===== src/sv/bsf_ram.sv =====
// bsf_ram: generic simple dual-port ram, one write port and one registered read port
// no dependencies
module bsf_ram #(
    parameter int WIDTH = 8,
    parameter int DEPTH = 16
) (
    input  logic                     clk,
    input  logic                     wr_en,
    input  logic [$clog2(DEPTH)-1:0] wr_addr,
    input  logic [WIDTH-1:0]         wr_data,
    input  logic                     rd_en,
    input  logic [$clog2(DEPTH)-1:0] rd_addr,
    output logic [WIDTH-1:0]         rd_data
);

    logic [WIDTH-1:0] mem [DEPTH];

    always_ff @(posedge clk)
    begin
        if (wr_en)
            mem[wr_addr] <= wr_data;
        if (rd_en)
            rd_data <= mem[rd_addr];
    end

endmodule


===== config.mk =====
export PLATFORM = sky130hd
export DESIGN_NAME = bsf_ram
export DESIGN_NICKNAME = d
export VERILOG_FILES = /design/src/sv/bsf_ram.sv
export SDC_FILE = /design/constraint.sdc
export NUM_CORES = 1
export LEC_CHECK = 0
export BUFFER_PORTS_ARGS = -buffer_cell sky130_fd_sc_hd__buf_4
export CAP_MARGIN = 20
export CELL_PAD_IN_SITES_DETAIL_PLACEMENT = 0
export CELL_PAD_IN_SITES_GLOBAL_PLACEMENT = 1
export CORE_MARGIN = 2
export CORE_UTILIZATION = 50
export CTS_CLUSTER_DIAMETER = 50
export DETAILED_ROUTE_END_ITERATION = 10
export PLACE_DENSITY = 0.79
export SYNTH_ARGS = -nofsm -noshare
export SYNTH_HDL_FRONTEND = slang
export SYNTH_SLANG_ARGS = --single-unit

===== constraint.sdc =====
create_clock -name clk -period 2 [get_ports clk]
set_input_delay 0.3 -clock clk [delete_from_list [all_inputs] [get_ports clk]]
set_output_delay 0.3 -clock clk [all_outputs]
set_load 0.05 [all_outputs]

# After elaboration in Yosys (flattened, before gate mapping)
# Memories as Yosys holds them, arrays and structs flattened. A register that Yosys moved wholly into a read port is not among the register bits.
# Cells that the tools add are included.
[word_totals]
reg_bits = 0
ramBits = 128
input_bits = 19
output_inout_bits = 8
elab_cells = 3
n_memories = 1
[memory_table]
columns = ["name", "words", "word_bits", "rd", "rd_clocked_by_memory_dff", "write_ports", "line", "text"]
rows = [
  ["mem", 16, 8, 1, 1, 1, "16", "logic [WIDTH-1:0] mem [DEPTH];"],
]
[classes]
n_mux = 2
[op_table]
columns = ["operator", "count"]
rows = [
  ["$mux 1", 2],
]

# Longest topological paths before layout
[logic_depth]
depth_word = 2
mapped_depth = 5
ltp_nobuf = 3

# Least setup slack after synthesis
# Ideal clock, no wire load.
[synth_path]
kind = "input to register"
from = "in wr_addr[2]"
to = "mem mem[0][0] (enable)"
setup_ns = 0.383
t_arrival_ns = 1.410
required_time_ns = 1.617
slack_ns = 0.207
cell_stages = 2
n_path_buf = 0
cell_sequence = "or3b_2 -> nor3_1"
[synth_lines]
columns = ["element", "line", "text"]
rows = [
  ["from (decl)", "9", "input logic [$clog2(DEPTH)-1:0] wr_addr,"],
  ["to (decl)", "16", ""],
]
# Straight into the memory's write port.

==> impl_metrics.yaml <==
synth:
  ys_types: 18
  synth_ff_type: "edfxtp_1"
  async_flop_share: 0
  syn_nets: 248
  netlist.area_leader.share: 0.781
  synth_top_cell_by_area: "edfxtp_1"
  ys_warn_count: 0
  ys_seq_elements: 136
  avgSynthCellArea_um2: 22.8
  yosys-top-cells-area: "edfxtp_1 78%, mux4_2 7.8%, mux4_1 7.0%"
  seq_area_frac_synth: 0.781
  synth-edff-count: 136
  synth_cells: 229
  syn-cell-area_mm2: 0.00523
die:
  placementRows: 37
  die_area_mm2: 0.0113
  dieWidth_um: 106
  die_y_um: 106
  design.core.area_mm2: 0.0102
  ioPinCount: 27
  start_util: 0.511
layout:
  postLayoutCellArea_mm2: 0.00630
  drive_gt1_frac: 0.319
  regArea_mm2: 0.00408
  n_antenna_cell: 0
  fillCellCount: 700
  nets: 304
  final_common_cell: "edfxtp_1"
  area_growth_syn_to_layout_pct: 20.5
  multi_input_area_mm2: 0.00106
  layout_common_cells: "136 x edfxtp_1, 44 x buf_4, 18 x mux4_2, 16 x a22oi_1, 16 x clkbuf_16"
grt:
  grt_max_degree: 20
  use_met2: 0.318
  antenna_found_initial: 0
  met3_usage: 0.0564
  top_usage_layer: "met2"
  grt_pass1_wl_mm: 15.9
  grt_overflow_total: 0
  met1_usage: 0.280
  grt_pass1_vias: 2635
  grt_use_total: 0.204
power:
  p_per_area_mw_per_mm2: 1060
  power.internal_uw: 5360
  power_leakage_uw: 0.00213
  peakVddDrop_mv: 0.574
  pwr-share-comb: 0.054
  switching_share: 0.201
  pwr-share-clk: 0.464
  power_switching_uw: 1350
  p_seq_frac: 0.482
run:
  maxCapViolCount: 0
cts:
  numCtsBuffers: 17
  ctsLongestPathBuffers: 2
  cts_tree: "built"
  clk_latency_ns: 0.52
  cts_max_level: 4
  hold_buffers: 0
  cts_setup_buffers: 0
  cts_resized: 0
  clk_pin_slew_worst_paths_ns: 0.06
  cts_root_buffer: "clkbuf_8"
  clock_sinks: 136
hold_path:
  holdCritPathClass: "in2reg"
  holdPathStages: 1
status:
  outcome: "completed"
routing:
  drtPass1Iterations: 5
  num_vias: 2521
  antenna_left: 0
  route.detailed.drc: 0
  viasPerCell: 5.81
  dr.first_iter.drc_count: 254
  wl_per_cell_um: 23.7
  wl_mm: 10.3
setup_path:
  reg2reg_depth: 3
  worstSetupPathType: "reg2reg"
  critPathArrivalTime_ns: 1.77
  required_ns: 2.26
  worst_setup_path_end_kind: "flop"
  path_max_fanout: 1
  cp-start-kind: "flop"
timing:
  period_share: 0.753
  fin_hold_ws_ns: 0.0781
  worstMarginPinSlew_ns: 0.401
  slew_headroom: 0.733
  finalSetupViolCount: 0
  period_minus_slack_ns: 1.51
  setup_slack_ns: 0.493
  hold_viol_final: 0
  grt_setup_unrepaired: "false"
  drv_slew: 0
  skew_ns: 0.00590
  tns_ns: 0
  timing.fmax_mhz: 664
placement:
  gp_congestion: 0.745
  io_buffer_count: 26
  place_hpwl_mm: 6.41
  place_area_mm2: 0.00570
  dp_slack_ns: 0.169
## cell families (layout without fill, tap and decap cells)
logic type	after synthesis	count (layout)	synth area share
AO/OA/AOI/OAI	16	16	0.0230
multiplexers	32	32	0.148
AND/OR/NAND/NOR	35	35	0.0314
flip-flops	136	136	0.781
buffers and inverters	10	79	0.0165
## path summary, 6_finish.rpt
check | start | slack [ns] | endpoint
setup / recovery | mem[1][2]$_DFFE_PP_ | 0.49 | rd_data[2]$_DFFE_PP_
hold / removal | wr_data[1] | 0.08 | mem[10][1]$_DFFE_PP_
setup reg to reg | mem[1][2]$_DFFE_PP_ | 0.49 | rd_data[2]$_DFFE_PP_
hold reg to reg | mem[2][7]$_DFFE_PP_ | 0.77 | rd_data[7]$_DFFE_PP_
## synthesized netlist by cell type (2+ instances only)
cell type	count
a22oi_1	16
buf_2	3
buf_6	3
clkdlybuf4s25_2	3
edfxtp_1	136
mux4_1	14
mux4_2	18
nand2_1	9
nand2b_1	2
nand3b_1	2
nor2_1	13
nor3_1	4
## power by group through the flow
| stage | logic (uW) | registers (uW) | clock network [uW] |
|---|---|---|---|
| final | 365 | 3230 | 3110 |
| after detailed placement | 369 | 3290 | 0 |
| after floorplan | 162 | 3330 | 0 |
| after CTS | 372 | 3230 | 3150 |
| after global placement | 361 | 3290 | 0 |
| after global routing | 394 | 3230 | 3280 |
## area by class of cell
class                           instances  area share
Clock buffer                           17      0.0657
Multi-Input combinational cell         83       0.168
Timing Repair Buffer                   47      0.0620
Clock inverter                         15      0.0292
Tap cell                              136      0.0270
Sequential cell                       136       0.648
## worst max-delay path: stages (launching register included)
cell and delay [ns]:
edfxtp_1 0.36, mux4_1 0.51, a22oi_1 0.26, nand2_1 0.12
## metrics by stage
stage,std cells,util,total power [uW]
global route,434,0.616,6910
finish,434,0.616,6710
global placement,402,0.557,3650
floorplan,229,-,3490
CTS,434,0.616,6750
detailed placement,402,0.557,3660
## flip-flops by register name (all words and copies together) (netlist names)
| register | cells |
|---|---|
| rd_data | 8 |
| mem | 128 |
## layer usage
| metal | wire (um) | up-vias |
|---|---|---|
| li1 | - | 1091 |
| met1 | 4180 | 1300 |
| met2 | 5300 | 122 |
| met3 | 714 | 8 |
| met4 | 86 | 0 |
| met5 | 0 | - |
Power figures use the tool's default switching activity.
